[src/design/srci_pkg.sv]
// Shared types, constants, sequencer states and helpers of the speed ramp integrator.
package srci_pkg;

  localparam int unsigned MAX_POINTS = 8;
  localparam int unsigned IDX_W      = $clog2(MAX_POINTS);
  localparam int unsigned CNT_W      = 4;
  localparam int unsigned TIME_W     = 24;
  localparam int unsigned SPD_W      = 22;
  localparam int unsigned OSPD_W     = 21;
  localparam int unsigned STEP_W     = 10;
  localparam int unsigned SRC_W      = 45;
  localparam int unsigned ACC_W      = 46;
  localparam int unsigned DNUM_W     = 40;
  localparam int unsigned DCNT_W     = 6;

  localparam logic [OSPD_W-1:0] ONE_Q16 = 21'd65536;
  localparam logic signed [23:0] SPEED_MIN = 24'sd3277;
  localparam logic signed [23:0] SPEED_MAX = 24'sd1310720;
  localparam logic [STEP_W-1:0] STEP_MAX = 10'd1000;
  localparam logic [17:0] THREE_Q16 = 18'd196608;

  localparam logic OP_WRITE = 1'b0;
  localparam logic OP_QUERY = 1'b1;

  typedef enum logic [1:0] {
    REG_ENABLE = 2'd0,
    REG_COUNT  = 2'd1,
    REG_STEP   = 2'd2,
    REG_NONE   = 2'd3
  } reg_idx_t;

  typedef struct packed {
    logic [TIME_W-1:0] tm;
    logic [SPD_W-1:0]  spd;
  } key_t;

  localparam int unsigned ST_W = 34;

  typedef enum logic [ST_W-1:0] {
    S_IDLE   = 34'd1 << 0,
    S_RD0W   = 34'd1 << 1,
    S_RDL    = 34'd1 << 2,
    S_DN     = 34'd1 << 3,
    S_NS     = 34'd1 << 4,
    S_NSW    = 34'd1 << 5,
    S_VN     = 34'd1 << 6,
    S_FT     = 34'd1 << 7,
    S_F0     = 34'd1 << 8,
    S_C0     = 34'd1 << 9,
    S_CH     = 34'd1 << 10,
    S_KF     = 34'd1 << 11,
    S_MA     = 34'd1 << 12,
    S_MAW    = 34'd1 << 13,
    S_MB     = 34'd1 << 14,
    S_MBW    = 34'd1 << 15,
    S_KTM    = 34'd1 << 16,
    S_KTW    = 34'd1 << 17,
    S_LOOP   = 34'd1 << 18,
    S_TAILW  = 34'd1 << 19,
    S_ACC    = 34'd1 << 20,
    S_SUMD   = 34'd1 << 21,
    S_DW     = 34'd1 << 22,
    S_REM    = 34'd1 << 23,
    S_REMW   = 34'd1 << 24,
    S_OUT    = 34'd1 << 25,
    S_FCHK   = 34'd1 << 26,
    S_FSCAN  = 34'd1 << 27,
    S_FPREV  = 34'd1 << 28,
    S_FDIV   = 34'd1 << 29,
    S_FMUU   = 34'd1 << 30,
    S_FMW    = 34'd1 << 31,
    S_FMH    = 34'd1 << 32,
    S_FMS    = 34'd1 << 33
  } state_t;

  function automatic logic [OSPD_W-1:0] clamp_speed(input logic signed [23:0] v);
    logic [OSPD_W-1:0] r;
    if (v < SPEED_MIN) begin
      r = SPEED_MIN[OSPD_W-1:0];
    end else if (v > SPEED_MAX) begin
      r = SPEED_MAX[OSPD_W-1:0];
    end else begin
      r = v[OSPD_W-1:0];
    end
    return r;
  endfunction

endpackage

[src/design/srci_div.sv]
// Restoring divider, one quotient bit per cycle.
module srci_div (
  input  logic                        clk,
  input  logic                        rst,
  input  logic                        start,
  input  logic [srci_pkg::DNUM_W-1:0] num,
  input  logic [srci_pkg::TIME_W-1:0] den,
  output logic                        done,
  output logic [srci_pkg::DNUM_W-1:0] quot,
  output logic [srci_pkg::TIME_W-1:0] rmd
);
  import srci_pkg::*;

  logic              running;
  logic [DCNT_W-1:0] cnt;
  logic [TIME_W-1:0] den_r;
  logic [TIME_W:0]   trial;

  assign trial = {rmd, quot[DNUM_W-1]};

  always_ff @(posedge clk) begin
    if (rst) begin
      running <= 1'b0;
      done    <= 1'b0;
      cnt     <= '0;
    end else begin
      done <= 1'b0;
      if (start) begin
        running <= 1'b1;
        cnt     <= DCNT_W'(DNUM_W);
      end else if (running) begin
        cnt <= cnt - 1'b1;
        if (cnt == DCNT_W'(1)) begin
          running <= 1'b0;
          done    <= 1'b1;
        end
      end
    end
  end

  always_ff @(posedge clk) begin
    if (start) begin
      quot  <= num;
      rmd   <= '0;
      den_r <= den;
    end else if (running) begin
      if (trial >= {1'b0, den_r}) begin
        rmd  <= TIME_W'(trial - {1'b0, den_r});
        quot <= {quot[DNUM_W-2:0], 1'b1};
      end else begin
        rmd  <= trial[TIME_W-1:0];
        quot <= {quot[DNUM_W-2:0], 1'b0};
      end
    end
  end

endmodule

[config.mk]
export PLATFORM = sky130hd
export DESIGN_NAME = srci_div
export DESIGN_NICKNAME = d
export VERILOG_FILES = /design/src/design/srci_pkg.sv /design/src/design/srci_div.sv
export SDC_FILE = /design/constraint.sdc
export NUM_CORES = 1
export LEC_CHECK = 0
export BUFFER_PORTS_ARGS = -buffer_cell sky130_fd_sc_hd__buf_2
export CORE_MARGIN = 8
export CORE_UTILIZATION = 30
export CTS_BUF_LIST = sky130_fd_sc_hd__clkbuf_8 sky130_fd_sc_hd__clkbuf_16
export DETAILED_ROUTE_END_ITERATION = 7
export SYNTH_ARGS = -nofsm -noshare
export SYNTH_HDL_FRONTEND = slang
export SYNTH_SLANG_ARGS = --single-unit
export TNS_END_PERCENT = 20
[constraint.sdc]
create_clock -name clk -period 6.5 [get_ports clk]
set_input_delay 0.65 -clock clk [delete_from_list [all_inputs] [get_ports clk]]
set_output_delay 0.65 -clock clk [all_outputs]
set_load 0.05 [all_outputs]
## Yosys cells after proc, flatten, opt, wreduce, memory -nomap -nowiden

Cells that the tools add are included.

| storage, ports and cells | value |
|---|---|
| register bits after elaboration | 96 |
| latch bits | 0 |
| memory bits (writable) | 0 |
| memory bits (read-only) | 0 |
| input port bits | 67 |
| output and inout bits | 65 |
| word-level logic and storage cells | 25 |
| memories | 0 |

| operators by class | value |
|---|---|
| $add $sub $neg | 2 |
| multiply operators | 0 |
| divide/modulo/power cells | 0 |
| order comparisons | 1 |
| eq/ne operators | 1 |
| shifts and indexed selects | 0 |
| mux-type cells | 10 |
| bitwise gates (word level) | 1 |
| reduce and logical (&&, ||, !) cells | 3 |

Operators with widths:

| kind | count |
|---|---|
| $mux 40 | 2 |
| $ge 25x24->1 | 1 |
| $mux 24 | 1 |
| $sub 24x24->24 | 1 |
| $mux 6 | 2 |
| $eq 6x1->1 const B | 1 |
| $sub 6x1->6 const B | 1 |
| $mux 1 | 5 |
| $reduce_or 3->1 | 1 |
| $reduce_bool 2->1 | 1 |
| $reduce_or 2->1 | 1 |
| $not 1->1 | 1 |

## Depth between registers and ports, before layout

| depth | value |
|---|---|
| word-level depth | 4 |
| mapped depth | 13 |

## Least setup slack after synthesis

OpenSTA, ideal clock, no wires.

| path | value |
|---|---|
| path type | reg2reg |
| start point | reg rmd[1] (netlist bit) |
| end point | reg rmd[12] (netlist bit) |
| setup time | 63 ps |
| arrival time | 2681 ps |
| data required time | 6437 ps |
| setup slack | 3756 ps |
| cell stages (with the launch flop) | 10 |
| period minus slack after synthesis | 2744 ps |
| cells stage by stage | dfxtp_1 -> ha_1 -> nor2b_1 -> o31ai_1 -> a21oi_1 -> o31a_1 -> o41ai_1 -> xor2_1 -> or3_1 -> nand3_1 |

| between the ends | value |
|---|---|
| cells in the longest elaborated chain, start to end | 2 |
| elaborated cells on any way between the ends | 3 |
| those cells by class | 1 x add/sub; 1 x order compare; 1 x mux |

RTL lines:

| what | line | RTL |
|---|---|---|
| start: declaration | srci_div.sv:10 | `output logic [srci_pkg::TIME_W-1:0] rmd` |
| start signal: assignment | srci_div.sv:48 | `rmd <= TIME_W'(trial - {1'b0, den_r});` |
| start signal: assignment | srci_div.sv:51 | `rmd <= trial[TIME_W-1:0];` |
| $sub 24x24->24 / $ge 25x24->1 (equally long branches) | srci_div.sv:48, srci_div.sv:47 |  |
| $mux 24 (*) | srci_div.sv:47 | `if (trial >= {1'b0, den_r}) begin` |

Every way passes the cells marked *; elsewhere a longest branch is shown, timed or not.
A chain may end at the register's enable or synchronous reset.

## Worst setup path in the final report

| path | value |
|---|---|
| start point | reg quot[39] (netlist bit) |
| end point | reg rmd[20] (netlist bit) |

| between the ends | value |
|---|---|
| cells in the longest elaborated chain, start to end | 2 |
| elaborated cells on any way between the ends | 3 |
| those cells by class | 1 x add/sub; 1 x order compare; 1 x mux |

RTL lines:

| what | line | RTL |
|---|---|---|
| start: declaration | srci_div.sv:9 | `output logic [srci_pkg::DNUM_W-1:0] quot,` |
| start signal: assignment | srci_div.sv:43 | `quot <= num;` |
| start signal: assignment | srci_div.sv:49 | `quot <= {quot[DNUM_W-2:0], 1'b1};` |
| start signal: assignment | srci_div.sv:52 | `quot <= {quot[DNUM_W-2:0], 1'b0};` |
| $sub 24x24->24 / $ge 25x24->1 (equally long branches) | srci_div.sv:48, srci_div.sv:47 |  |
| $mux 24 (*) | srci_div.sv:47 |  |

Marks and branches as above.

==> metrics.cfg <==
[placed_design]
dp_hpwl_mm=9.953
numPortBuffers=131
gp_congestion=0.8513
place_inst=783

[timing]
finalSetupViolations=0
tns_ps=0
rsz0062_at_grt=no
hold_viol=0
worst_pin_slew_ps=1189
finalClockSkew_ps=10.11
max-slew-margin-rel_pct=20.59
drv_slew=0
post-route-min-period_ps=2829
fmax_mhz=353.5
final.period_utilization_pct=43.52
holdWs_ps=466.6

[synthesis]
synth.area.mux_share_pct=10.62
ys_ff_latch=96
synth_top_area_share_pct=37.78
ys.flop_type=edfxtp_1
syn-num-nets=542
synthAdderAreaFrac_pct=6.788
synth-compound-area-share_pct=12.76
yosysUniqueCellTypes=62
async_flop_share_pct=0
yosys.area_share.simple_pct=11.14
synth_area_um2=5087
synth_warnings=0
synth_area_leader_cell=edfxtp_1
synth_top_family_by_area=compound AO/OA/AOI/OAI gates
synth_edf_count=64
synth_xor_area_share_pct=4.304
syn_inst=448
synth.avg_cell_area_um2=11.36
yosysSeqAreaShare_pct=50.37
synth_area_leaders=edfxtp_1, dfxtp_1, mux2_2

[setup_path]
critPathRequiredTime_ps=6700
end_kind=register
reg2reg_slack_ps=3670
crit_path_start_kind=register
cp_data_arrival_time_ps=3030
crit_type=reg2reg
cp_max_fo=3

[route]
wl_per_cell_um=16.67
wl_mm=13.32
drc=0
first_pass_iters=5
viasPerCell=4.856
ant_nets=0
drt_iter0_drc=228
vias=3880

[die]
rows=47
ios=132
die_area_um2=21380
die_x_um=146.2
start_util_pct=30.68
die_height_um=146.2
core_um2=16580

[final_layout]
drive_gt1_share_pct=34.02
final_cells=799
areaGrowthSynthToFinish_pct=23.07
n_antenna_cell=0
nFillCells=1683
utilization_pct=37.75
layout.nets=668

[cts]
ctsHoldBuffers=0
cts_resized=0
postCtsSetupBuffers=0
clock_latency_ps=360
cts_root_buf=clkbuf_16
numCtsBuffers=9
clk_pin_slew_ps=70
cts_max_level=3
clock_path_buffers=2
cts_tree=yes
cts_num_sinks=96

[run_status]
status=finished, final reports clean

[global_route]
grtUsageTotal_pct=12.36
first_global_vias=3960
grt_max_degree=71
antenna_found_initial=0
grt_overflow=0
grt_pass1_wl_mm=21.16

[job]
cap_violations=0

[power_and_ir_drop]
leakagePower_nw=2.752
ir_drop_uv=128.0
power_density_nw_per_um2=264.1
power.total_mw=1.653

[min_path]
hp-class=in2reg

[worst paths after layout]
kind	startpoint	endpoint	depth (start not counted)
setup / recovery	quot[39]	rmd[20]	11
hold / removal	den[4]	den_r[4]	1
setup reg to reg	quot[39]	rmd[20]	11
hold reg to reg	cnt[1]	cnt[1]	2
[per-layer routing]
| layer | wire length, um | global-route usage, % |
|---|---|---|
| met1 | 5621 | 14.47 |
| met2 | 6642 | 20.79 |
| met3 | 676 | 2.596 |
| met4 | 380 | 6.801 |
| met5 | 0 | 0 |
[cell type report]
type	count	area [um2]	area share [%]
Tap cell	220	275.3	4.396
Multi-Input combinational cell	302	2321	37.07
Timing Repair Buffer	134	680.7	10.87
Clock buffer	9	225.2	3.597
Sequential cell	96	2562	40.93
Inverter	31	116.4	1.859
Clock inverter	7	80.08	1.279
[state kept, by name (all words and copies together), names as in the netlist]
signal / count
running: 1
den_r: 24
done: 1
quot: 40
rmd: 24
cnt: 6
[cells in the mapped netlist, types with 2 or more instances]
cell type  number
a32oi_1         3
o311ai_1        4
edfxtp_1       64
nor3b_1         3
a21oi_1        22
inv_1          31
a22o_1          2
nand2b_1        5
mux2i_1         9
nand3_1        17
o2111ai_1       2
ha_1           26
a311oi_1        2
and3_1          3
nor4b_1         2
xnor2_1        11
buf_6           2
o211ai_1        2
nor3_2          2
a21o_1          6
nor2_1         26
mux2_2         39
nor3_1          7
dfxtp_1        32
o31ai_1         4
nor2b_1         8
nand2_1        23
a211o_1         2
a31oi_1         3
o21a_1          5
nand4_1         4
a211oi_1       10
o21ai_0        10
a2111oi_0       2
xor2_1         14
clkbuf_1       15
[cells by family (layout without fill, tap and decap cells)]
kind of cell / Yosys count / count (layout)
AO/OA/AOI/OAI: 91 / 91
adder cells (fa/ha/maj): 27 / 27
flip-flops: 96 / 96
XOR/XNOR: 25 / 25
AND/OR/NAND/NOR: 110 / 110
multiplexers: 49 / 49
buffers and inverters: 50 / 181
[cells in the final DEF (no fill, tap or decap), drive strengths merged, types with 6 or more instances in the layout]
cell type and instances:
mux2 40, buf 134, nor2 26, clkbuf 9, a211oi 11, xor2 14
mux2i 9, inv 35, o21ai 12, a21o 6, dfxtp 32, nand3 17
a21oi 23, xnor2 11, edfxtp 64, ha 26, nor3 9, nand2 24
nor2b 8
[worst max-delay path: stages, from the launching register on]
cell	delay (ps)
edfxtp_1	390
inv_1	80
ha_1	190
fa_1	200
nor2b_1	70
o31ai_1	370
a21oi_1	190
o31a_1	290
o41ai_1	490
o31ai_1	160
xnor2_1	160
o22ai_1	90
[metrics by stage]
step / setup slack, ps / instance area [um2]
global placement: 3752 / 5956
global route: 3398 / 6261
CTS: 3658 / 6261
finish: 3671 / 6261
floorplan: 3756 / 5087
detailed placement: 3674 / 5956
[where the power goes]
group          total (mW)  leakage, nW  switching (mW)  internal (mW)
Clock               0.551        0.154           0.247          0.304
Combinational       0.369         1.70           0.249          0.120
Sequential          0.733        0.899          0.0254          0.708
Power figures use the tool's default switching activity.
