$ cat config.mk
export PLATFORM = sky130hd
export DESIGN_NAME = srci_kmem
export DESIGN_NICKNAME = d
export VERILOG_FILES = /design/src/design/srci_pkg.sv /design/src/design/srci_kmem.sv
export SDC_FILE = /design/constraint.sdc
export NUM_CORES = 1
export LEC_CHECK = 0
export BUFFER_PORTS_ARGS = -buffer_cell sky130_fd_sc_hd__clkbuf_2
export CAP_MARGIN = 10
export CELL_PAD_IN_SITES_DETAIL_PLACEMENT = 0
export CELL_PAD_IN_SITES_GLOBAL_PLACEMENT = 1
export CORE_AREA = 2 2 165 167
export CTS_CLUSTER_SIZE = 10
export DETAILED_ROUTE_END_ITERATION = 8
export DIE_AREA = 0 0 167 169
export PLACE_DENSITY_LB_ADDON = 0.1
export SYNTH_ARGS = -nofsm -noshare
export SYNTH_HDL_FRONTEND = slang
export SYNTH_SLANG_ARGS = --single-unit
$ cat constraint.sdc
create_clock -name clk -period 12.2 [get_ports clk]
set_input_delay 0.61 -clock clk [delete_from_list [all_inputs] [get_ports clk]]
set_output_delay 0.61 -clock clk [all_outputs]
set_load 0.01 [all_outputs]
$ cat src/design/srci_pkg.sv
// Shared types, constants, sequencer states and helpers of the speed ramp integrator.
package srci_pkg;

  localparam int unsigned MAX_POINTS = 8;
  localparam int unsigned IDX_W      = $clog2(MAX_POINTS);
  localparam int unsigned CNT_W      = 4;
  localparam int unsigned TIME_W     = 24;
  localparam int unsigned SPD_W      = 22;
  localparam int unsigned OSPD_W     = 21;
  localparam int unsigned STEP_W     = 10;
  localparam int unsigned SRC_W      = 45;
  localparam int unsigned ACC_W      = 46;
  localparam int unsigned DNUM_W     = 40;
  localparam int unsigned DCNT_W     = 6;

  localparam logic [OSPD_W-1:0] ONE_Q16 = 21'd65536;
  localparam logic signed [23:0] SPEED_MIN = 24'sd3277;
  localparam logic signed [23:0] SPEED_MAX = 24'sd1310720;
  localparam logic [STEP_W-1:0] STEP_MAX = 10'd1000;
  localparam logic [17:0] THREE_Q16 = 18'd196608;

  localparam logic OP_WRITE = 1'b0;
  localparam logic OP_QUERY = 1'b1;

  typedef enum logic [1:0] {
    REG_ENABLE = 2'd0,
    REG_COUNT  = 2'd1,
    REG_STEP   = 2'd2,
    REG_NONE   = 2'd3
  } reg_idx_t;

  typedef struct packed {
    logic [TIME_W-1:0] tm;
    logic [SPD_W-1:0]  spd;
  } key_t;

  localparam int unsigned ST_W = 34;

  typedef enum logic [ST_W-1:0] {
    S_IDLE   = 34'd1 << 0,
    S_RD0W   = 34'd1 << 1,
    S_RDL    = 34'd1 << 2,
    S_DN     = 34'd1 << 3,
    S_NS     = 34'd1 << 4,
    S_NSW    = 34'd1 << 5,
    S_VN     = 34'd1 << 6,
    S_FT     = 34'd1 << 7,
    S_F0     = 34'd1 << 8,
    S_C0     = 34'd1 << 9,
    S_CH     = 34'd1 << 10,
    S_KF     = 34'd1 << 11,
    S_MA     = 34'd1 << 12,
    S_MAW    = 34'd1 << 13,
    S_MB     = 34'd1 << 14,
    S_MBW    = 34'd1 << 15,
    S_KTM    = 34'd1 << 16,
    S_KTW    = 34'd1 << 17,
    S_LOOP   = 34'd1 << 18,
    S_TAILW  = 34'd1 << 19,
    S_ACC    = 34'd1 << 20,
    S_SUMD   = 34'd1 << 21,
    S_DW     = 34'd1 << 22,
    S_REM    = 34'd1 << 23,
    S_REMW   = 34'd1 << 24,
    S_OUT    = 34'd1 << 25,
    S_FCHK   = 34'd1 << 26,
    S_FSCAN  = 34'd1 << 27,
    S_FPREV  = 34'd1 << 28,
    S_FDIV   = 34'd1 << 29,
    S_FMUU   = 34'd1 << 30,
    S_FMW    = 34'd1 << 31,
    S_FMH    = 34'd1 << 32,
    S_FMS    = 34'd1 << 33
  } state_t;

  function automatic logic [OSPD_W-1:0] clamp_speed(input logic signed [23:0] v);
    logic [OSPD_W-1:0] r;
    if (v < SPEED_MIN) begin
      r = SPEED_MIN[OSPD_W-1:0];
    end else if (v > SPEED_MAX) begin
      r = SPEED_MAX[OSPD_W-1:0];
    end else begin
      r = v[OSPD_W-1:0];
    end
    return r;
  endfunction

endpackage

$ cat src/design/srci_kmem.sv
// Keyframe store: one write port, one registered read port.
module srci_kmem (
  input  logic                      clk,
  input  logic                      we,
  input  logic [srci_pkg::IDX_W-1:0] waddr,
  input  srci_pkg::key_t             wdata,
  input  logic [srci_pkg::IDX_W-1:0] raddr,
  output srci_pkg::key_t             rdata
);
  import srci_pkg::*;

  key_t mem [MAX_POINTS];

  always_ff @(posedge clk) begin
    if (we) begin
      mem[waddr] <= wdata;
    end
    rdata <= mem[raddr];
  end

endmodule

# After elaboration in Yosys (flattened, before gate mapping)
# Memories as Yosys holds them, arrays and structs flattened. A register that Yosys moved wholly into a read port is not among the register bits.
# Index checks and enable logic that the tools add are counted.
# op_classes
order_cmp,0
n_shift,0
mul,0
n_addsub,0
n_mux,2
bitwise_logic,0
eq_ne,0
div,0
n_reduce_logical,0
# ops
op,n
two-way mux 1 bit,2
# totals
ff_bits,0
output_inout_bits,46
ramBits,368
rom_bits,0
inputBits,54
latch_bits,0
mem_count,1
# memory_table
memory,depth,word_bits,rd,rd_clocked_by_memory_dff,wr,line_no,rtl
mem,8,46,1,1,1,srci_kmem.sv:12,key_t mem [MAX_POINTS];

# Depth between registers and ports, before layout
# Gate-level depths: netlist of the first run.
# logic_depth
depth_word,2
depth_mapped,4
mapped_depth_nobuf,2

# Worst setup path after synthesis of the first run
# OpenSTA, ideal clock, no wires.
# synth_path
path_kind,input-to-reg
from,input waddr[2] (netlist bit)
to,"memory mem[0][0] (netlist bit), enable pin"
cell_stages,2
path_slack_ps,7759
t_arrival_ps,3934
path_buffers,0
cell_sequence,nand2b_1 > nor3_1
# synth_lines
element,line_no,rtl
from (decl),srci_kmem.sv:5,"input logic [srci_pkg::IDX_W-1:0] waddr,"
to (decl),srci_kmem.sv:12,
# No word-level cell before the write port.

==> flow_summary_export.csv, run 1 <==
group,metric,value,unit
status,run_status,"complete, no violations",
floorplanning,num_io_pins,100,
timing,layout_min_cycle_time,2.410,ns
timing,relSlewSlack,42.61,%
pwr,max-vdd-ir-drop,142.1,uV
synth,post_synth.cell_area_avg,25.51,um2
synth,syn-instance-count,590,
layout,ant_diodes,0,
timing,final_hold_viol_count,0,
timing,number_of_failing_setup_endpoints_in_the_final_timing_report,0,
synth,synth.ff_latch_count,414,
setup_path,crit_path_cell_trace,"buf_6, buf_4, mux4_1, mux2_2",
grt,first_pass_grt_wire_length,39.50,mm
clock_network,cts-htree-levels,2,
setup_path,crit_path_max_fanout,47,
grt,global_route.overflow_total,0,
placement,port-buffer-count,99,
timing,slew_viol_final,0,
layout,area_used_by_multi_input_combinational_logic,0.002922,mm2
route,first_iter_violations,485,
synth,postSynthNetCount,644,
setup_path,worst_path_max_delay_cell,"sky130_fd_sc_hd__buf_4",
setup_path,crit_path_start_kind,"input pin",
layout,fillers,1762,
synth,synth_area_leaders,"sky130_fd_sc_hd__edfxtp_1 (73%), sky130_fd_sc_hd__mux4_1 (10%), sky130_fd_sc_hd__dfxtp_1 (6.1%)",
clock_network,cts_tree,"yes",
setup_path,worst_setup_path_end_kind,"register",
synth,yosysSeqAreaShare,79.53,%
route,viasPerCell,5.789,
flow_run,maxCapViolations,0,
placement,hpwlAfterDp,13.42,mm
clock_network,ctsLongestPathBuffers,3,
timing,timing.clock.skew,0.01013,ns
route,route.detailed.drc,0,
clock_network,cts_repair_resize_count,0,
floorplanning,row_count,60,
grt,gr-usage-all-layers,18.98,%
placement,placedInstanceArea,0.01591,mm2
route,firstDrtPassIters,4,
synth,synth_top_area_cell,"sky130_fd_sc_hd__edfxtp_1",
synth,synth_top_area_share,73.42,%
clock_network,cts_sinks,414,
layout,fin_nets,779,
setup_path,required_time_at_the_worst_slack_endpoint,12.62,ns
layout,regArea,0.01197,mm2
clock_network,cts_buffer_count,47,
clock_network,cts_root_buf,"sky130_fd_sc_hd__clkbuf_16",
clock_network,cts_hold_buffers,0,
timing,fin_tns_setup,0,ns
layout,most_frequent_cells_in_the_layout,"sky130_fd_sc_hd__edfxtp_1 (368), sky130_fd_sc_hd__clkbuf_2 (96), sky130_fd_sc_hd__mux4_1 (58), sky130_fd_sc_hd__clkbuf_16 (49)",
setup_path,cp_class,"in -> reg",
route,drtAntennaViolNets,0,
layout,proportion_of_layout_cells_with_a_drive_suffix_above_1,32.81,%
clock_network,insertion_delay,0.53,ns
layout,layout.cells.most_common,"sky130_fd_sc_hd__edfxtp_1",
route,postRouteWirelength,26.13,mm
floorplanning,die_height,169,um
layout,finish.instance_area,0.01729,mm2
route,drt-wirelength-per-cell,23.75,um
synth,yosysUniqueCellTypes,15,
clock_network,postCtsSetupRepairBufs,0,
pwr,cellPowerDensity,174.4,mW/mm2
grt,maximum_number_of_pins_on_one_net_before_global_route_repair,49,
floorplanning,die-width,167,um
synth,synth_area,0.01505,mm2
clock_network,worst_setup_hold_path_clk_slew,0.05,ns
grt,number_of_antenna_violations_at_the_first_check_in_global_routing,0,
floorplanning,initial_core_util,56.80,%
timing,layout_worst_path_cycle_share,19.75,%
timing,tightestPinTransition,0.8609,ns
timing,fmax,415.0,MHz
route,num_vias,6368,
setup_path,critPathArrivalTime,2.83,ns
timing,rsz0062_at_grt,"false",
hold_path,worst_hold_path_type,"in -> reg",
synth,yosysWarnings,0,
pwr,power.static_leakage,5.896,nW
layout,area_growth_syn_to_layout,14.90,%
floorplanning,design.core.area,0.02650,mm2
placement,globalplace.congestion,0.6557,
setup_path,crit_path_max_incr_delay,0.79,ns
grt,vias_in_the_first_global_route,6785,
floorplanning,full_die_area,0.02822,mm2
-- power by group --
group | internal (mW) | switching [mW]
clock network | 0.762 | 0.490
registers | 1.60 | 0.0147
logic | 0.0684 | 0.0765
total | 2.43 | 0.582
-- cells by family (layout without fill, tap and decap cells) --
family,count (synthesis),after routing,synth area share [%]
AND/OR/NAND/NOR,13,13,0.3907
flip-flops,414,414,79.53
multiplexers,138,138,18.65
buffers and inverters,25,194,1.421
-- synth_stat cells --
library cell	number
sky130_fd_sc_hd__dfxtp_1	46
sky130_fd_sc_hd__buf_2	10
sky130_fd_sc_hd__mux4_1	58
sky130_fd_sc_hd__clkbuf_1	3
sky130_fd_sc_hd__mux4_2	34
sky130_fd_sc_hd__nand2_1	2
sky130_fd_sc_hd__nand2b_1	3
sky130_fd_sc_hd__mux2_2	46
sky130_fd_sc_hd__buf_1	3
sky130_fd_sc_hd__edfxtp_1	368
sky130_fd_sc_hd__nor3_1	2
sky130_fd_sc_hd__nor2_1	6
sky130_fd_sc_hd__buf_12	2
sky130_fd_sc_hd__buf_8	6
sky130_fd_sc_hd__buf_6	1
-- worst max-delay path, delay by kind of cell --
| family | cells | cell delay (ns) |
|---|---|---|
| buffers and inverters | 2 | 1.21 |
| multiplexers | 2 | 0.93 |
-- cell type report --
cell class | instances | share of cell area, %
Clock buffer | 82 | 7.806
Sequential cell | 414 | 69.22
Timing Repair Buffer | 111 | 3.437
Multi-Input combinational cell | 151 | 16.89
Tap cell | 341 | 2.467
Clock inverter | 1 | 0.1736
-- state kept, by name, indices dropped and copies added (netlist names) --
| signal | cells |
|---|---|
| mem | 368 |
| rdata | 46 |
-- per-stage QoR --
| step | hold slack, ns | power, mW | setup slack, ns | cells | util (%) |
|---|---|---|---|---|---|
| after floorplan | 0.6408 | 1.733 | 7.759 | 590 | - |
| after global placement | 0.6463 | 1.787 | 9.231 | 1017 | 60.05 |
| after detailed placement | 0.6560 | 1.795 | 9.186 | 1017 | 60.05 |
| after CTS | 0.3249 | 3.052 | 9.753 | 1100 | 65.26 |
| after global routing | 0.3462 | 3.118 | 9.655 | 1100 | 65.26 |
| final | 0.3506 | 3.015 | 9.790 | 1100 | 65.26 |
-- final timing paths --
kind	from	end	slack, ns	depth (start not counted)
hold reg to reg	mem[6][19]	rdata[19]	0.66	2
setup / recovery	raddr[0]	rdata[27]	9.79	4
hold / removal	wdata[40]	mem[2][40]	0.35	1
setup reg to reg	mem[3][18]	rdata[18]	10.91	2
-- layer usage --
layer	vias to the layer above	global-route usage, %	share of wire [%]
li1	2819	-	-
met1	3336	25.82	42
met2	164	31.54	50
met3	49	4.279	5.3
met4	0	5.247	2.1
met5	-	0	0
Note: power is estimated with default switching activity, not from simulation.
==> run 2, diff against run 1 <==
--- a/config.mk
+++ b/config.mk
@@ -9,10 +9,10 @@
 export CAP_MARGIN = 10
 export CELL_PAD_IN_SITES_DETAIL_PLACEMENT = 0
 export CELL_PAD_IN_SITES_GLOBAL_PLACEMENT = 1
-export CORE_AREA = 2 2 165 167
+export CORE_AREA = 2 2 181 183
 export CTS_CLUSTER_SIZE = 10
 export DETAILED_ROUTE_END_ITERATION = 8
-export DIE_AREA = 0 0 167 169
+export DIE_AREA = 0 0 183 185
 export PLACE_DENSITY_LB_ADDON = 0.1
 export SYNTH_ARGS = -nofsm -noshare
 export SYNTH_HDL_FRONTEND = slang
==> constraint.sdc (replaced) <==
create_clock -name clk -period 2.1 [get_ports clk]
set_input_delay 0.105 -clock clk [delete_from_list [all_inputs] [get_ports clk]]
set_output_delay 0.105 -clock clk [all_outputs]
set_load 0.01 [all_outputs]
==> run 2 against run 1 <==
- hold slack worse by 0.15 ns
- power grew to 5.8 times the previous value
- sequential cell count stayed put
- clock power grew to 5.8 times the previous value
- cell count is 11% higher
- sequential share of layout area is 3.0 points lower
- critical path type is now reg -> reg
==> flow_summary_export.csv, run 2 (same netlist as run 1, synthesis figures left out) <==
group,metric,value,unit
status,run_status,"complete, no violations",
timing,final_hold_viol_count,0,
clock_network,cts_tree,"yes",
floorplanning,row_count,66,
setup_path,worst_setup_path_end_kind,"register",
setup_path,crit_path_cell_trace,"mux4_1, mux2_2",
clock_network,worst_setup_hold_path_clk_slew,0.06,ns
setup_path,cp_class,"reg -> reg",
pwr,cellPowerDensity,974.8,mW/mm2
floorplanning,die-width,183,um
floorplanning,full_die_area,0.03386,mm2
clock_network,cts_sinks,414,
timing,fin_tns_setup,0,ns
layout,fin_nets,833,
setup_path,cp_buf_inv_count,0,
layout,fillers,2382,
grt,first_pass_grt_wire_length,42.45,mm
route,first_iter_violations,423,
placement,globalplace.congestion,0.6562,
timing,timing.clock.skew,0.01169,ns
clock_network,insertion_delay,0.54,ns
grt,vias_in_the_first_global_route,7167,
route,drt-wirelength-per-cell,23.04,um
route,num_vias,6563,
layout,area_used_by_multi_input_combinational_logic,0.002934,mm2
placement,port-buffer-count,99,
layout,fin_util,56.44,%
floorplanning,initial_core_util,46.98,%
timing,fmax,774.2,MHz
setup_path,cp_top_family,"multiplexers",
setup_path,crit_path_max_incr_delay,0.51,ns
layout,register_name_with_the_most_flops,"mem",
floorplanning,design.core.area,0.03204,mm2
clock_network,cts_repair_resize_count,0,
timing,layout_min_cycle_time,1.292,ns
layout,area_growth_syn_to_layout,20.15,%
timing,tightestPinTransition,0.5582,ns
clock_network,cts_buffer_count,47,
clock_network,cts_root_buf,"sky130_fd_sc_hd__clkbuf_16",
setup_path,required_time_at_the_worst_slack_endpoint,2.51,ns
layout,proportion_of_layout_cells_with_a_drive_suffix_above_1,31.81,%
route,viasPerCell,5.384,
setup_path,crit_path_max_fanout,1,
layout,layout.cells.most_common,"sky130_fd_sc_hd__edfxtp_1",
grt,number_of_antenna_violations_at_the_first_check_in_global_routing,0,
grt,global_route.overflow_total,0,
route,route.detailed.drc,0,
layout,regArea,0.01197,mm2
placement,hpwlAfterDp,14.50,mm
timing,slew_viol_final,0,
layout,number_of_flip_flops_under_the_largest_register_name,368,
clock_network,ctsLongestPathBuffers,3,
timing,layout_worst_path_cycle_share,61.51,%
timing,rsz0062_at_grt,"false",
timing,relSlewSlack,62.79,%
route,drtAntennaViolNets,0,
clock_network,postCtsSetupRepairBufs,0,
hold_path,worst_hold_path_type,"in -> reg",
clock_network,cts_hold_buffers,46,
layout,most_frequent_cells_in_the_layout,"sky130_fd_sc_hd__edfxtp_1 (368), sky130_fd_sc_hd__clkbuf_2 (96), sky130_fd_sc_hd__mux4_1 (58), sky130_fd_sc_hd__clkbuf_16 (49)",
setup_path,critPathArrivalTime,1.70,ns
route,firstDrtPassIters,4,
pwr,power.static_leakage,6.183,nW
flow_run,maxCapViolations,0,
setup_path,crit_path_start_kind,"register",
layout,ant_diodes,0,
timing,number_of_failing_setup_endpoints_in_the_final_timing_report,0,
floorplanning,num_io_pins,100,
setup_path,worst_path_max_delay_cell,"sky130_fd_sc_hd__mux4_1",
pwr,max-vdd-ir-drop,604.8,uV
layout,largest_regs,"mem: 368 flops, rdata: 46 flops",
clock_network,cts-htree-levels,2,
grt,gr-usage-all-layers,17.12,%
route,postRouteWirelength,28.09,mm
grt,maximum_number_of_pins_on_one_net_before_global_route_repair,47,
floorplanning,die_height,185,um
[run 2: cell types whose count changed in the layout (fill, tap and decap cells not counted), moves of 2 or more]
cell                            previous run  this run
sky130_fd_sc_hd__buf_12                    0        15
sky130_fd_sc_hd__buf_4                    13         6
sky130_fd_sc_hd__clkbuf_1                 33        30
sky130_fd_sc_hd__clkbuf_8                  0         2
sky130_fd_sc_hd__dlygate4sd3_1             0        46
sky130_fd_sc_hd__nor3_2                    2         0
sky130_fd_sc_hd__nor3_4                    0         2
[run 2: through the flow]
stage               power (mW)  cell area [um2]  hold slack (ns)  worst slack, ns  instances
finish                   17.63            18080           0.2001           0.8083       1219
global route             18.28            18080           0.1908           0.7857       1219
CTS                      17.86            18080           0.1850           0.8091       1219
detailed placement       10.49            16260           0.3866           0.4061       1092
global placement         10.44            16260           0.3662           0.4242       1092
floorplan                10.07            15070           0.2039          -0.6018        590
[run 2: power by group]
group          leakage (nW)  internal, mW  switching [mW]
Sequential             3.73          9.31          0.0866
Combinational          1.80         0.488           0.482
Clock                 0.654          4.36            2.90
Total                  6.18          14.2            3.47
[run 2: worst min-delay path, delay by kind of cell]
kind                   cells  cell delay (ns)
multiplexers               1             0.26
buffers and inverters      2             0.34
[run 2: final cells by class]
type                            instances  share of cell area, %
Sequential cell                       414                  66.20
Multi-Input combinational cell        151                  16.22
Clock buffer                           81                  7.555
Timing Repair Buffer                  165                  7.202
Tap cell                              408                  2.823
[run 2: metal layers]
| metal | up-vias | part of all wire (%) | track usage (%) |
|---|---|---|---|
| met5 | - | 0 | 0 |
| met4 | 0 | 2.0 | 4.896 |
| met3 | 48 | 3.7 | 3.008 |
| met2 | 131 | 51 | 29.24 |
| met1 | 3446 | 44 | 22.83 |
| li1 | 2938 | - | - |
[run 2: final timing paths]
kind / startpoint / endpoint / slack, ns / cells past startpoint
worst min-delay path: raddr[1] / rdata[27] / 0.20 / 3
worst max register to register: mem[1][41] / rdata[41] / 0.81 / 2
worst max-delay path: mem[1][41] / rdata[41] / 0.81 / 2
worst min register to register: mem[7][34] / rdata[34] / 0.66 / 2
==> run 3, diff against run 2 <==
--- a/config.mk
+++ b/config.mk
@@ -5,14 +5,15 @@
 export SDC_FILE = /design/constraint.sdc
 export NUM_CORES = 1
 export LEC_CHECK = 0
+export ABC_AREA = 1
 export BUFFER_PORTS_ARGS = -buffer_cell sky130_fd_sc_hd__clkbuf_2
 export CAP_MARGIN = 10
 export CELL_PAD_IN_SITES_DETAIL_PLACEMENT = 0
 export CELL_PAD_IN_SITES_GLOBAL_PLACEMENT = 1
-export CORE_AREA = 2 2 181 183
+export CORE_AREA = 2 2 203 205
 export CTS_CLUSTER_SIZE = 10
 export DETAILED_ROUTE_END_ITERATION = 8
-export DIE_AREA = 0 0 183 185
+export DIE_AREA = 0 0 205 207
 export PLACE_DENSITY_LB_ADDON = 0.1
 export SYNTH_ARGS = -nofsm -noshare
 export SYNTH_HDL_FRONTEND = slang
==> constraint.sdc (replaced) <==
create_clock -name clk -period 1.1 [get_ports clk]
set_input_delay 0.055 -clock clk [delete_from_list [all_inputs] [get_ports clk]]
set_output_delay 0.055 -clock clk [all_outputs]
set_load 0.01 [all_outputs]
==> run 3 against run 2 <==
- sequential power rose by 90%
- via count rose by 63%
- routed wire length rose by 36%
- core utilization fell by 4.9 points
==> flow_summary_export.csv, run 3 <==
group,metric,value,unit
synth,synth.ff_latch_count,414,
clock_network,cts_tree,"yes",
layout,number_of_flip_flops_under_the_largest_register_name,368,
synth,synth_edf_count,368,
layout,proportion_of_layout_cells_with_a_drive_suffix_above_1,12.75,%
timing,tightestPinTransition,0.3254,ns
synth,netlist_top_cells_count,"sky130_fd_sc_hd__nand2_1 (604), sky130_fd_sc_hd__inv_1 (372), sky130_fd_sc_hd__edfxtp_1 (368), sky130_fd_sc_hd__nand3_1 (184), sky130_fd_sc_hd__dfxtp_1 (46)",
timing,fmax,916.2,MHz
timing,slew_viol_final,0,
route,first_iter_violations,588,
grt,gr-usage-all-layers,18.80,%
floorplanning,row_count,74,
floorplanning,num_io_pins,100,
clock_network,ctsLongestPathBuffers,3,
route,postRouteWirelength,38.32,mm
clock_network,cts_root_buf,"sky130_fd_sc_hd__clkbuf_16",
layout,area_growth_syn_to_layout,21.87,%
timing,layout_min_cycle_time,1.092,ns
setup_path,setup.reg_to_reg.worst_slack,0.21,ns
synth,post_synth.cell_area_avg,10.31,um2
setup_path,crit_path_max_incr_delay,0.36,ns
layout,area_used_by_multi_input_combinational_logic,0.003362,mm2
hold_path,hold_path_depth,7,
route,viasPerCell,4.457,
pwr,total_switching_power,7.672,mW
setup_path,crit_path_cell_trace,"buf_6",
setup_path,cp_top_family,"flip-flops",
route,route.detailed.drc,0,
timing,number_of_failing_setup_endpoints_in_the_final_timing_report,0,
hold_path,whs_endpoint,"rdata[44]",
route,num_vias,10730,
floorplanning,die_height,207,um
setup_path,crit_path_max_fanout,1,
synth,yosysSeqAreaShare,70.18,%
placement,place.detailed.instances,2272,
layout,regArea,0.01199,mm2
timing,layout_worst_path_cycle_share,99.23,%
clock_network,cts_sinks,414,
floorplanning,die-width,205,um
synth,yosysWarnings,0,
synth,syn-instance-count,1654,
setup_path,cp_buf_inv_count,1,
timing,rsz0062_at_grt,"true",
setup_path,worst_r2r_startpoint,"mem[5][25]",
layout,instances_no_fill,2407,
layout,most_frequent_cells_in_the_layout,"sky130_fd_sc_hd__nand2_1 (598), sky130_fd_sc_hd__inv_1 (368), sky130_fd_sc_hd__edfxtp_1 (368), sky130_fd_sc_hd__nand3_1 (184), sky130_fd_sc_hd__clkbuf_2 (88)",
setup_path,required_time_at_the_worst_slack_endpoint,1.04,ns
timing,final_hold_viol_count,0,
setup_path,cp_class,"reg -> out",
pwr,clock_power_share,41.2,%
pwr,power.sequential.fraction,51.1,%
pwr,cellPowerDensity,1688,mW/mm2
grt,vias_in_the_first_global_route,10780,
layout,register_name_with_the_most_flops,"mem",
synth,synth.most_common_cell,"sky130_fd_sc_hd__nand2_1",
pwr,power.share.combinational,7.6,%
placement,hpwlAfterDp,22.47,mm
clock_network,worst_setup_hold_path_clk_slew,0.05,ns
grt,number_of_antenna_violations_at_the_first_check_in_global_routing,2,
synth,synth_area,0.01706,mm2
setup_path,worst_setup_path_end_kind,"output pin",
synth,synth_top_area_share,64.78,%
placement,port-buffer-count,99,
grt,first_pass_grt_wire_length,61.03,mm
pwr,power.static_leakage,9.465,nW
setup_path,worst_path_max_delay_cell,"sky130_fd_sc_hd__dfxtp_4",
route,drt-wirelength-per-cell,15.92,um
hold_path,hold_path.startpoint,"raddr[0]",
pwr,intPower,27.42,mW
timing,fin_tns_setup,0,ns
pwr,sw_frac_of_total,21.86,%
timing,timing.clock.skew,0.01031,ns
setup_path,rr_endpoint,"rdata[25]",
clock_network,insertion_delay,0.56,ns
placement,dp_worst_setup_slack,-0.1965,ns
hold_path,worst_hold_path_type,"in -> reg",
setup_path,critPathArrivalTime,1.04,ns
status,run_status,"complete, no violations",
synth,fraction_of_registers_with_async_set_or_reset_after_synthesis,0,%
placement,globalplace.congestion,0.7160,
timing,postLayoutSetupSlackWorst,0.008495,ns
flow_run,maxCapViolations,0,
synth,yosys_most_used_dff,"sky130_fd_sc_hd__edfxtp_1",
floorplanning,full_die_area,0.04244,mm2
floorplanning,initial_core_util,42.25,%
setup_path,r2r_cells,6,
pwr,max-vdd-ir-drop,1035,uV
synth,synth_top_area_cell,"sky130_fd_sc_hd__edfxtp_1",
layout,fin_nets,1891,
grt,global_route.overflow_total,0,
layout,fillers,3661,
route,firstDrtPassIters,5,
route,drtAntennaViolNets,0,
synth,postSynthNetCount,1708,
layout,largest_regs,"mem: 368 flops, rdata: 46 flops",
setup_path,crit_path_start_kind,"register",
floorplanning,design.core.area,0.04037,mm2
synth,yosysUniqueCellTypes,13,
clock_network,cts_buffer_count,48,
layout,layout.cells.most_common,"sky130_fd_sc_hd__nand2_1",
synth,synth_area_leaders,"sky130_fd_sc_hd__edfxtp_1 (65%), sky130_fd_sc_hd__nand2_1 (13%), sky130_fd_sc_hd__inv_1 (8.2%)",
timing,relSlewSlack,78.30,%
clock_network,cts-htree-levels,2,
grt,maximum_number_of_pins_on_one_net_before_global_route_repair,56,
[run 3: cell count changes after synthesis, sizes merged]
cell	delta
buf	+44
nor2	+2
nor3	-2
inv	+374
mux4	-92
mux2	-46
nand2	+602
nand2b	-3
nand3	+184
clkbuf	+1
[run 3: worst max path at each step]
| stage | from | to | slack, ns | cells after the start |
|---|---|---|---|---|
| floorplan | waddr[0] | mem[6][0] | -0.18 | 3 |
| global placement | waddr[1] | mem[6][26] | -0.19 | 4 |
| detailed placement | waddr[1] | mem[6][26] | -0.20 | 4 |
| CTS | rdata[9] | rdata[9] | -0.04 | 1 |
| global route | rdata[9] | rdata[9] | -0.03 | 1 |
| finish | rdata[9] | rdata[9] | 0.008 | 1 |
[run 3: worst reg2reg max path: cells and delay by family (launching register included)]
kind          cells  cell delay [ns]
buf+inv           1             0.06
flops             1             0.36
simple gates      5             0.32
[run 3: kinds of logic (layout without fill, tap and decap cells)]
group,Yosys count,count (layout),share of synthesized area [%]
DFF,414,414,70.18
buffers and inverters,444,664,10.95
and+or+nand+nor,796,796,18.87
other,0,1,0
[run 3: metal layers]
metal | wire length [um] | GRT usage [%]
met4 | 706 | 5.631
met5 | 13 | 0
met2 | 18230 | 30.85
met3 | 1516 | 2.879
met1 | 17850 | 25.84
[run 3: layout make-up]
class / count / area share, %
flip-flops and latches: 414 / 57.66
inverters: 374 / 7.018
diodes: 1 / 0.01204
clock inverters: 2 / 0.1625
repair buffers: 203 / 9.124
multi-input cells: 796 / 16.17
well taps: 532 / 3.202
clock buffers: 85 / 6.645
[run 3: power groups by stage]
stage | combinational [mW] | clock, mW | sequential (mW)
final | 2.68 | 14.5 | 17.9
after global routing | 3.03 | 15.5 | 18.0
after CTS | 2.72 | 14.9 | 17.9
after detailed placement | 2.57 | 0 | 18.2
after global placement | 2.56 | 0 | 18.2
after floorplan | 1.33 | 0 | 18.3
[run 3: metrics by stage]
stage               area [um2]  utilization [%]  hold WS, ns  power (mW)
floorplan                17250                -       0.1539       19.64
global placement         18850            46.70       0.3348       20.80
detailed placement       18850            46.70       0.3399       20.82
CTS                      20750            51.41      0.05833       35.53
global route             20790            51.50       0.1179       36.52
finish                   20790            51.50      0.08104       35.09
[run 3: timing repair]
action | 4_1_cts | 5_1_grt
endpoints found under the hold margin | 374 | 0
setup buffers | 0 | 0
setup endpoints to repair | 11 | 9
cloned | 0 | 0
hold buffers | 47 | 0
gates resized for setup | 12 | 14
